[config.mk]
export PLATFORM = sky130hd
export DESIGN_NAME = matrix_keypad_debounce_scanner
export DESIGN_NICKNAME = d
export VERILOG_FILES = /design/src/sv/mkds_pkg.sv /design/src/sv/mkds_core.sv /design/src/sv/matrix_keypad_debounce_scanner.sv
export SDC_FILE = /design/constraint.sdc
export NUM_CORES = 1
export LEC_CHECK = 0
export ABC_AREA = 1
export BUFFER_PORTS_ARGS = -buffer_cell sky130_fd_sc_hd__clkbuf_2
export CORE_ASPECT_RATIO = 1.5
export CORE_UTILIZATION = 25
export CTS_BUF_LIST = sky130_fd_sc_hd__clkbuf_8
export DETAILED_ROUTE_END_ITERATION = 16
export PLACE_DENSITY_LB_ADDON = 0.08
export SYNTH_ARGS = -nofsm -noshare
export SYNTH_HDL_FRONTEND = slang
export SYNTH_SLANG_ARGS = --single-unit
export TNS_END_PERCENT = 1
[constraint.sdc]
create_clock -name clk_i -period 2.09 [get_ports clk_i]
set_input_delay 0.1045 -clock clk_i [delete_from_list [all_inputs] [get_ports clk_i]]
set_output_delay 0.1045 -clock clk_i [all_outputs]
set_load 0.02 [all_outputs]
[src/sv/mkds_pkg.sv]
// ---------------------------------------------------------------------------
// mkds_pkg: shared types and constants for the keypad debounce scanner
// Matrix geometry, field widths, phase encoding and the key detector.
// ---------------------------------------------------------------------------
package mkds_pkg;

  // Matrix geometry; the snapshot carries at most MATRIX_W keys
  localparam int ROWS     = 4;
  localparam int COLS     = 4;
  localparam int MATRIX_W = 16;
  localparam int NKEYS    = (ROWS * COLS > MATRIX_W) ? MATRIX_W : ROWS * COLS;
  localparam int KEY_W    = 4;
  localparam int CNT_W    = 8;

  localparam logic [CNT_W-1:0] DEBOUNCE_RESET = CNT_W'(4);
  localparam logic [CNT_W-1:0] CNT_MAX        = {CNT_W{1'b1}};

  // Scanner phase, one-hot
  typedef enum logic [2:0] {
    PH_SCAN     = 3'b001,
    PH_DEBOUNCE = 3'b010,
    PH_HOLD     = 3'b100
  } phase_e;

  // One result beat
  typedef struct packed {
    logic             key_released;
    logic [KEY_W-1:0] released_key;
  } result_t;

  // Detector output
  typedef struct packed {
    logic             found;
    logic [KEY_W-1:0] idx;
  } detect_t;

  // Lowest pressed key in row-major order; keys beyond the matrix are ignored
  function automatic detect_t detect_key(input logic [MATRIX_W-1:0] matrix);
    detect_t res;
    res.found = 1'b0;
    res.idx   = '0;
    for (int k = NKEYS - 1; k >= 0; k--) begin
      if (matrix[k]) begin
        res.found = 1'b1;
        res.idx   = KEY_W'(k);
      end
    end
    return res;
  endfunction

endpackage

[src/sv/mkds_core.sv]
// ---------------------------------------------------------------------------
// mkds_core: scan / debounce / hold state and per-tick step logic
// Holds the phase, held key, debounce counter and the debounce_ticks
// register; computes one result per snapshot and updates state on step_en.
// ---------------------------------------------------------------------------
module mkds_core (
  input  logic                           clk_i,
  input  logic                           rst_ni,
  input  logic                           cfg_we_i,
  input  logic [mkds_pkg::CNT_W-1:0]     cfg_data_i,
  input  logic                           step_en_i,
  input  logic [mkds_pkg::MATRIX_W-1:0]  key_matrix_i,
  output mkds_pkg::result_t              result_o
);
  import mkds_pkg::*;

  phase_e            phase_q, phase_d;
  logic [KEY_W-1:0]  held_key_q, held_key_d;
  logic [CNT_W-1:0]  count_q, count_d;
  logic [CNT_W-1:0]  ticks_q;
  detect_t           det;

  assign det = detect_key(key_matrix_i);

  // Compute next state and the result for this snapshot
  always_comb begin
    phase_d    = phase_q;
    held_key_d = held_key_q;
    count_d    = count_q;
    result_o   = '0;
    case (phase_q)
      PH_SCAN: begin
        if (det.found) begin
          held_key_d = det.idx;
          count_d    = '0;
          phase_d    = PH_DEBOUNCE;
        end
      end
      PH_DEBOUNCE: begin
        if (count_q >= ticks_q) begin
          if (det.found && det.idx == held_key_q) begin
            phase_d = PH_HOLD;
          end else begin
            phase_d = PH_SCAN;
          end
        end
        // saturate instead of wrapping
        if (count_q != CNT_MAX) begin
          count_d = count_q + CNT_W'(1);
        end
      end
      PH_HOLD: begin
        if (!det.found || det.idx != held_key_q) begin
          if (!det.found) begin
            result_o.key_released = 1'b1;
            result_o.released_key = held_key_q;
          end
          phase_d = PH_SCAN;
        end
      end
      default: begin
        phase_d = PH_SCAN;
      end
    endcase
  end

  // Advance state once per processed snapshot
  always_ff @(posedge clk_i or negedge rst_ni) begin
    if (!rst_ni) begin
      phase_q    <= PH_SCAN;
      held_key_q <= '0;
      count_q    <= '0;
    end else if (step_en_i) begin
      phase_q    <= phase_d;
      held_key_q <= held_key_d;
      count_q    <= count_d;
    end
  end

  // Debounce length register
  always_ff @(posedge clk_i or negedge rst_ni) begin
    if (!rst_ni) begin
      ticks_q <= DEBOUNCE_RESET;
    end else if (cfg_we_i) begin
      ticks_q <= cfg_data_i;
    end
  end

endmodule

[src/sv/matrix_keypad_debounce_scanner.sv]
// ---------------------------------------------------------------------------
// matrix_keypad_debounce_scanner: 4x4 keypad scanner with debounce
// Takes one key matrix snapshot per beat and returns one result beat.
//
//   channel | direction | handshake               | payload
//   --------+-----------+-------------------------+----------------------------
//   in      | input     | in_valid_i / in_stall_o | key_matrix_i[15:0]
//   out     | output    | out_valid_o/ out_stall_i| key_released_o, released_key_o
//   cfg     | input     | cfg_valid_i/ cfg_ready_o| cfg_data_i[7:0] (debounce)
//
// An input beat passes through an input register, then the step logic into
// the result register. One beat per cycle is sustained while the output is
// not stalled; the step logic is a 16-bit priority encoder and an 8-bit compare.
// Reset clears the phase to scanning and sets debounce_ticks to 4.
// A stall on a valid output holds the result register; it holds the input
// register and raises in_stall_o only when the input register is also full.
// ---------------------------------------------------------------------------
module matrix_keypad_debounce_scanner (
  input  logic                           clk_i,
  input  logic                           rst_ni,
  input  logic                           in_valid_i,
  output logic                           in_stall_o,
  input  logic [mkds_pkg::MATRIX_W-1:0]  key_matrix_i,
  output logic                           out_valid_o,
  input  logic                           out_stall_i,
  output logic                           key_released_o,
  output logic [mkds_pkg::KEY_W-1:0]     released_key_o,
  input  logic                           cfg_valid_i,
  output logic                           cfg_ready_o,
  input  logic [mkds_pkg::CNT_W-1:0]     cfg_data_i
);
  import mkds_pkg::*;

  logic                in_vld_q;
  logic [MATRIX_W-1:0] matrix_q;
  logic                out_vld_q;
  result_t             res_q;
  result_t             step_res;
  logic                out_free;
  logic                step_en;
  logic                in_take;

  assign cfg_ready_o = 1'b1;
  assign out_free    = !out_vld_q || !out_stall_i;
  assign step_en     = in_vld_q && out_free;
  assign in_stall_o  = in_vld_q && !out_free;
  assign in_take     = in_valid_i && !in_stall_o;

  mkds_core u_core (
    .clk_i        (clk_i),
    .rst_ni       (rst_ni),
    .cfg_we_i     (cfg_valid_i && cfg_ready_o),
    .cfg_data_i   (cfg_data_i),
    .step_en_i    (step_en),
    .key_matrix_i (matrix_q),
    .result_o     (step_res)
  );

  // Input register: take a beat whenever the slot is empty or draining
  always_ff @(posedge clk_i or negedge rst_ni) begin
    if (!rst_ni) begin
      in_vld_q <= 1'b0;
    end else if (!in_stall_o) begin
      in_vld_q <= in_valid_i;
    end
  end

  always_ff @(posedge clk_i) begin
    if (in_take) begin
      matrix_q <= key_matrix_i;
    end
  end

  // Result register: hold while stalled
  always_ff @(posedge clk_i or negedge rst_ni) begin
    if (!rst_ni) begin
      out_vld_q <= 1'b0;
    end else if (out_free) begin
      out_vld_q <= in_vld_q;
    end
  end

  always_ff @(posedge clk_i) begin
    if (step_en) begin
      res_q <= step_res;
    end
  end

  assign out_valid_o    = out_vld_q;
  assign key_released_o = res_q.key_released;
  assign released_key_o = res_q.released_key;

endmodule

=== Word-level counts from Yosys, hierarchy flattened ===
Cells that the tools add are included.

* Word-level logic and storage cells: 65
* Bits in registers: 46
* Input port bits: 29
* Output and inout bits: 8

* Bitwise logic cells: 2
* Add/sub/neg operators: 1
* Reductions and logical operators: 17
* Equal/unequal tests: 10
* $lt $le $gt $ge: 1
* Muxes and demuxes: 25

{| class="wikitable"
|+ Operators with widths
! cell !! count
|-
| 2-to-1 mux 5 bit || 17
|-
| 2-to-1 mux 8 bit || 2
|-
| one-hot mux 8 bit (2 select lines) || 1
|-
| 2-to-1 mux 3 bit || 4
|-
| one-hot mux 3 bit (3 select lines) || 1
|-
| adder 8 x 1 -> 8 bit, second input constant || 1
|-
| >= comparator 8 bit || 1
|-
| != test 2 x 1 -> 1 bit, second input constant || 4
|-
| != test 8 bit, second input constant || 1
|-
| AND reduction 4 bit || 2
|-
| logical NOT 1 bit || 5
|-
| equality test 4 bit || 1
|-
| logical AND 1 bit || 4
|-
| != test 4 bit || 1
|-
| equality test 3 x 1 -> 1 bit, second input constant || 1
|-
| equality test 3 x 2 -> 1 bit, second input constant || 1
|-
| equality test 3 bit, second input constant || 1
|-
| AND reduction 3 bit || 1
|-
| OR reduction 3 bit || 1
|-
| logical OR 1 bit || 2
|-
| inverter 1 bit || 2
|-
| AND reduction 2 bit || 1
|-
| nonzero test 2 bit || 1
|}

=== Logic depth before layout (Yosys ltp) ===
Gate-level depths: netlist (run 1).

* Depth after elaboration: 21
* Mapped depth: 19
* Depth with buffers taken out: 19

=== Hierarchy ===
From an unflattened synthesis (run 1), not the netlist that was laid out.

* Cells, all modules: 251
* Area, all modules: 2351.0 um^2

{| class="wikitable"
|+ By module, submodules not included
! module !! cells each !! times used !! sequential area each (um^2) !! area an instance (um^2)
|-
| mkds_core || 216 || 1 || 578.1 || 1614.0
|-
| matrix_keypad_debounce_scanner || 35 || 1 || 680.7 || 737.0
|}

=== Least setup slack after synthesis (run 1) ===
Ideal clock, no wire load.

* Path type: reg2reg
* Start point: register out_vld_q (netlist: out_valid_o)
* End point: register u_core.count_q[7]
* Arrival time: 1.742 ns
* Data required time: 1.971 ns
* Path buffers: 1
* Stages on the path, launching flop included: 13
* Slack: 0.229 ns
* Setup time: 0.119 ns
* Clock period less this slack: 1.861 ns
* Cells stage by stage: dfrtp_1 > nand2_1 > inv_1 > nor2_1 > inv_1 > a21oi_2 > and3_1 > buf_6 > nand2_4 > nor2_2 > nand3_1 > nand2_1 > nor2_1

* Longest elaborated chain between the ends: 4

{| class="wikitable"
|+ Ends and longest elaborated chain
! element !! RTL line !! text
|-
| start: declaration || matrix_keypad_debounce_scanner.sv:36 || <nowiki>logic out_vld_q;</nowiki>
|-
| start signal: assignment || matrix_keypad_debounce_scanner.sv:79 || <nowiki>out_vld_q <= in_vld_q;</nowiki>
|-
| logical NOT 1 bit || matrix_keypad_debounce_scanner.sv:44 || <nowiki>assign out_free = !out_vld_q || !out_stall_i;</nowiki>
|-
| logical OR 1 bit || matrix_keypad_debounce_scanner.sv:44 ||
|-
| logical AND 1 bit || matrix_keypad_debounce_scanner.sv:45 || <nowiki>assign step_en = in_vld_q && out_free;</nowiki>
|-
| net step_en || matrix_keypad_debounce_scanner.sv:40 || <nowiki>logic step_en;</nowiki>
|-
| AND reduction 4 bit (no source line) || -- ||
|-
| end signal: assignment || mkds_core.sv:76 || <nowiki>count_q <= count_d;</nowiki>
|-
| end: declaration || mkds_core.sv:19 || <nowiki>logic [CNT_W-1:0] count_q, count_d;</nowiki>
|}

The timed path passes the listed nets, and every way through them passes these cells.
A chain may end at the register's enable or synchronous reset.

=== Worst setup path after layout (run 1) ===
* Start point: register matrix_q[1]
* End point: register u_core.count_q[7]

* Longest elaborated chain between the ends: 4

{| class="wikitable"
|+ Ends and longest elaborated chain
! element !! RTL line !! text
|-
| start: declaration || matrix_keypad_debounce_scanner.sv:35 || <nowiki>logic [MATRIX_W-1:0] matrix_q;</nowiki>
|-
| start signal: assignment || matrix_keypad_debounce_scanner.sv:70 || <nowiki>matrix_q <= key_matrix_i;</nowiki>
|-
| 2-to-1 mux 5 bit (2 in a row) || mkds_pkg.sv:43 || <nowiki>if (matrix[k]) begin</nowiki>
|-
| != test 2 x 1 -> 1 bit (no source line) || -- ||
|-
| AND reduction 4 bit (no source line) || -- ||
|}

Every way passes these cells.

==> flow_summary.toml, run 1 <==
[sta]
finalCritPeriodShare_pct = 88.6
hold_viol_final = 0
final-max-slew-violation-count = 0
tightest_slew_ns = 0.698
setup_viol_count_final = 0
fin_ws_ns = 0.237
fmax_ghz = 0.540
fin_setup_tns_ns = 0
finalCriticalPeriod_ns = 1.85
finClkSkew_ns = 0.00891
holdWs_ns = 0.0123
maxSlewHeadroom_pct = 53.5
grt_setup_unrepaired = "no"

[clock_tree]
clk_path_buf_depth = 2
clkTransAtPathRegs_ns = 0.09
h-tree-depth = 2
cts.sinks = 46
numCtsBuffers = 5
cts_root_buf = "clkbuf_8"
cts_tree = "yes"
insertion_delay_ns = 0.31

[logic_synthesis]
synth-edff-count = 21
async_flop_share_pct = 54.3
synth_flop_cell = "dfrtp_1"
synth-seq-area-share_pct = 55.4
synth_top_cell_area_share_pct = 27.8
synth_seq_cells = 46
synth_cell_types = 36
synth.most_common_cell = "nand2_1"
netlist_area_sq_um = 2270
synth_area_leaders = "edfxtp_1 28%, dfrtp_1 25%, nand2_1 8.4%"
synthCells = 247
syn_nets = 285
yosys.area.top_type = "edfxtp_1"
yosysWarnings = 0
synth_area_per_cell_sq_um = 9.20
synthTopCellsByCount = "51 x nand2_1, 46 x inv_1, 23 x dfrtp_1"

[global_routing]
grt_pass1_wl_microns = 7950
grt.overflow.total = 0
first_global_vias = 1817
grt.total_usage_pct = 11.3
grt_antenna_before_repair = 0
grt_max_degree = 26

[worst_setup_path]
crit_fanout = 9
cp.arrival_ns = 2.05
cp.required_ns = 2.29
endpoint_kind = "register"
startpoint_type = "register"
critPathKind = "register to register"

[route]
drc = 0
first_pass_iters = 5
wl_per_cell_microns = 11.1
drt-initial-drc-count = 71
routed_wl_microns = 4710
num_vias = 1757
postRouteAntennaNets = 0
avgViaCountPerCell = 4.14

[placed_design]
gp_congestion = 0.714
placement.cell_area_sq_um = 2590
io_buffers = 35
place_hpwl_microns = 3520
pre_cts_ws_ns = 0.192

[floorplanning]
dieArea_sq_um = 9480
initial_core_util_pct = 25.7
boundaryPins = 37
fp.dieH_microns = 119
rows = 42
die_width_microns = 79.8
core_area_sq_um = 8830

[final_layout]
design_area_sq_um = 2940
areaGrowthSynthToFinish_pct = 29.2
fin_nets = 351
n_antenna_cell = 0
drive_above_1_share_pct = 20.4

[power]
powerDensity_nw_per_um2 = 830
power_mw = 2.44
power.leakage_nw = 1.39
irDropWorstVdd_mv = 0.413

[hold_path]
hp-class = "input pin to register"

[run]
drv_cap = 0

[run_status]
status = "finished clean"
[registers in the layout, indices dropped and copies added, names as in the netlist]
register	count
matrix_q	16
u_core.count_q	8
u_core.ticks_q	8
released_key_o	4
u_core.held_key_q	4
u_core.phase_q	3
in_vld_q	1
key_released_o	1
out_valid_o	1
[logic make-up (layout without fill, tap and decap cells)]
group                    count (synthesis)  after routing  share of synthesized area (%)
AO/OA/AOI/OAI                           35             35                           8.37
XOR/XNOR                                 1              1                          0.386
adder cells (fa/ha/maj)                  9              9                           4.96
buffers and inverters                   50            117                           8.76
flip-flops                              46             46                           55.4
multiplexers                             1              1                          0.496
other                                    1              1                          0.165
AND/OR/NAND/NOR                        104            104                           21.5
[power breakdown]
| part | switching (mW) | total, mW | internal (mW) |
|---|---|---|---|
| clock network | 0.309 | 0.658 | 0.349 |
| logic | 0.371 | 0.609 | 0.238 |
| registers | 0.0829 | 1.17 | 1.09 |
| total | 0.763 | 2.44 | 1.67 |
[layout make-up]
type / instances / area, sq um
clock inverter: 3 / 37.5
tap: 110 / 138
clock buffer: 5 / 68.8
timing repair buffer: 62 / 435
multi-input combinational: 151 / 822
fill: 952 / 5890
inverter: 47 / 176
sequential: 46 / 1260
[repair_timing]
action	CTS	global route
endpoints found under the hold margin	45	0
buffers inserted	0	0
setup endpoints to repair	0	5
resized for setup	0	3
hold buffers	23	0
[metal layers]
| layer | wire length (microns) | vias to the layer above | global-route usage, % |
|---|---|---|---|
| li1 | - | 927 | - |
| met3 | 147 | 10 | 3.09 |
| met5 | 0 | - | 0 |
| met2 | 2580 | 40 | 21.4 |
| met4 | 153 | 0 | 5.80 |
| met1 | 1830 | 780 | 10.6 |
[worst max-delay path, stage by stage (launching register included)]
cell and delay, ns:
edfxtp_1 0.44, nor2_2 0.20, nand2_1 0.09, nor2_2 0.12, inv_2 0.08, nor2_4 0.14, a21oi_2 0.08, and3_2 0.27
nand2_4 0.10, nor2_2 0.05, a21oi_1 0.12, nor2_1 0.06
[metrics by stage]
stage | util (%) | cells
5_1_grt | 33.3 | 424
4_1_cts | 33.2 | 424
3_5_place_dp | 29.4 | 393
3_3_place_gp | 29.4 | 393
2_1_floorplan | - | 247
6_report | 33.3 | 424
[final timing paths]
| kind | startpoint | endpoint | slack [ns] | depth (start not counted) |
|---|---|---|---|---|
| max | matrix_q[1]$_DFFE_PP_ | u_core.count_q[7]$_DFFE_PN0P_ | 0.24 | 11 |
| min | cfg_data_i[4] | u_core.ticks_q[4]$_DFFE_PN0P_ | 0.01 | 3 |
| max reg2reg | matrix_q[1]$_DFFE_PP_ | u_core.count_q[7]$_DFFE_PN0P_ | 0.24 | 11 |
| min reg2reg | in_vld_q$_DFFE_PN0N_ | out_valid_o$_DFFE_PN0N_ | 0.47 | 2 |
| max in group asynchronous | rst_ni | u_core.count_q[5]$_DFFE_PN0P_ | 1.27 | 2 |
| min in group asynchronous | rst_ni | u_core.held_key_q[2]$_DFFE_PN0P_ | 0.37 | 2 |
[cells in the final DEF (no fill, tap or decap), types with 2 or more instances in the layout]
cell,instances
nand2_1,51
dfstp_2,2
clkbuf_2,35
o21ai_0,13
inv_2,2
nor2_2,5
buf_4,4
nand3_1,13
dfrtp_1,23
o21ai_1,6
inv_1,46
a21oi_1,10
edfxtp_1,21
ha_1,9
nand4_1,5
clkbuf_8,5
dlygate4sd3_1,23
nor3_1,3
nor2_1,18
Power figures use the tool's default switching activity.
==> inputs of run 2 (changes only) <==
--- a/config.mk
+++ b/config.mk
@@ -10,3 +10,3 @@
 export CORE_ASPECT_RATIO = 1.5
-export CORE_UTILIZATION = 25
+export CORE_UTILIZATION = 58
 export CTS_BUF_LIST = sky130_fd_sc_hd__clkbuf_8
==> constraint.sdc (replaced) <==
create_clock -name clk_i -period 2.09 [get_ports clk_i]
set_input_delay 0.3135 -clock clk_i [delete_from_list [all_inputs] [get_ports clk_i]]
set_output_delay 0.3135 -clock clk_i [all_outputs]
set_load 0.02 [all_outputs]
==> run 2 against run 1 <==
Against the previous run:
- power decreased by 6.1%
- clock-buffer cell count unchanged
- sequential power about the same
- non-clock buffer count decreased by 24
- flip-flop and latch count unchanged
- hold slack got worse by 0.0050 ns
- design area decreased by 12%
- critical endpoint is now u_core.phase_q[2]$_DFFE_PN0P_
- largest cell class unchanged
==> flow_summary.toml, run 2 (synthesis gave the netlist of run 1 again) <==
[global_routing]
grt_antenna_before_repair = 0
grtUsageMet2_pct = 42.9
busiest_layer = "met2"
met1_usage_pct = 22.6
grt_pass1_wl_microns = 6830
grt.overflow.total = 0
grt.total_usage_pct = 23.1
first_global_vias = 1684
grt_max_degree = 26
use_met3_pct = 5.62

[sta]
fmax_ghz = 0.534
fin_setup_tns_ns = 0
hold_viol_final = 0
grt_setup_unrepaired = "no"
tightest_slew_ns = 0.627
maxSlewHeadroom_pct = 58.2
setup_viol_count_final = 0
finClkSkew_ns = 0.00673
final-max-slew-violation-count = 0
finalCriticalPeriod_ns = 1.87
finalCritPeriodShare_pct = 89.7

[worst_setup_path]
cp.buffers_inverters = 2
cp_top_family = "simple AND/OR/NAND/NOR gates"
path_cells = "inv_1 > ha_1 > inv_1 > a21boi_0 > o21a_1 > o21ai_0 > nand2_1 > nand3_1 > nand2_1 > nand3_1 > nand3_1 > nand3_2 > nand2_1 > o21ai_1"
cp_slowest_stage_delay_ns = 0.40
crit_slowest_cell = "dfrtp_1"
cp.required_ns = 2.33
crit_fanout = 5
critPathKind = "register to register"
cp.arrival_ns = 2.11
startpoint_type = "register"
endpoint_kind = "register"

[final_layout]
largest_reg_flops = 16
drive_above_1_share_pct = 21.4
fin_cells = 333
areaGrowthSynthToFinish_pct = 14.3
largestRegisters = "matrix_q x16, u_core.count_q x8, u_core.ticks_q x8"
fin_nets = 327
layout_common_cells = "51 x nand2_1, 46 x inv_1, 35 x clkbuf_2"
largest-register = "matrix_q"
layout_commonest_cell = "nand2_1"
n_antenna_cell = 0

[power]
power.leakage_nw = 1.27
powerDensity_nw_per_um2 = 882
irDropWorstVdd_mv = 0.650

[placed_design]
place_hpwl_microns = 3210
placed_cells = 325
io_buffers = 35
gp_congestion = 0.855

[floorplanning]
fp.dieH_microns = 78.7
initial_core_util_pct = 61.1
core_area_sq_um = 3720
dieArea_sq_um = 4180
rows = 27
die_width_microns = 53.1
boundaryPins = 37

[hold_path]
hp-class = "input pin to async pin"

[route]
num_vias = 1748
postRouteAntennaNets = 0
avgViaCountPerCell = 5.25
routed_wl_microns = 4200
drt-initial-drc-count = 60
first_pass_iters = 4
drc = 0
wl_per_cell_microns = 12.6

[run_status]
status = "finished clean"

[clock_tree]
cts_root_buf = "clkbuf_8"
cts.sinks = 46
insertion_delay_ns = 0.30
clk_path_buf_depth = 2
clkTransAtPathRegs_ns = 0.09
h-tree-depth = 2
numCtsBuffers = 5
cts_tree = "yes"

[run]
drv_cap = 0
## run 2: layer usage
metal	vias to the layer above	share of wire, %
met5	-	0
li1	877	-
met2	43	56
met1	819	37
met4	0	2.7
met3	9	3.9
## run 2: per-stage QoR
step / hold slack [ns] / setup slack [ns] / cell area [sq um] / util [%] / power (mW)
floorplan: 0.0179 / 0.229 / 2270 / - / 1.59
global placement: 0.362 / 0.238 / 2500 / 67.3 / 1.74
detailed placement: 0.366 / 0.213 / 2500 / 67.3 / 1.76
CTS: 0.0336 / 0.189 / 2590 / 69.7 / 2.30
global route: 0.0651 / 0.0146 / 2600 / 69.9 / 2.44
finish: 0.00738 / 0.216 / 2600 / 69.9 / 2.29
## run 2: timing repair
action                     CTS  global route
hold endpoints to repair     0             0
setup buffers                0             0
setup endpoints to repair    0             1
hold buffers                 0             0
resized for setup            0             1
## run 2: worst reg2reg max path: cells and delay by family (launching register included)
kind | cells | cell delay [ns]
AO/OA/AOI/OAI | 4 | 0.45
flip-flops | 1 | 0.40
AND/OR/NAND/NOR | 7 | 0.56
adder cells (fa/ha/maj) | 1 | 0.24
buffers and inverters | 2 | 0.17
## run 2: final cells by class
type                       count  area (sq um)
inverter                      47           176
fill                         303          1120
clock buffer                   5          68.8
multi-input combinational    151           820
tap                           43          53.8
timing repair buffer          38           198
sequential                    46          1260
clock inverter                 3          21.3
## run 2: path summary, 6_finish.rpt
| path | startpoint | endpoint | slack (ns) | cells after the start |
|---|---|---|---|---|
| worst min register to register | in_vld_q$_DFFE_PN0N_ | out_valid_o$_DFFE_PN0N_ | 0.47 | 2 |
| max in group asynchronous | rst_ni | u_core.count_q[7]$_DFFE_PN0P_ | 1.66 | 1 |
| worst min-delay path | rst_ni | u_core.ticks_q[0]$_DFFE_PN0P_ | 0.007 | 1 |
| worst max-delay path | u_core.count_q[0]$_DFFE_PN0P_ | u_core.phase_q[2]$_DFFE_PN0P_ | 0.22 | 14 |
| worst max register to register | u_core.count_q[0]$_DFFE_PN0P_ | u_core.phase_q[2]$_DFFE_PN0P_ | 0.22 | 14 |
| min in group clk_i | key_matrix_i[2] | matrix_q[2]$_DFFE_PP_ | 0.18 | 1 |
## run 2: report_power, final
group          internal, mW  leakage (nW)  switching, mW  total, mW
Combinational         0.206         0.709          0.361      0.567
Clock                 0.235        0.0441          0.319      0.554
Sequential             1.09         0.521         0.0811       1.17
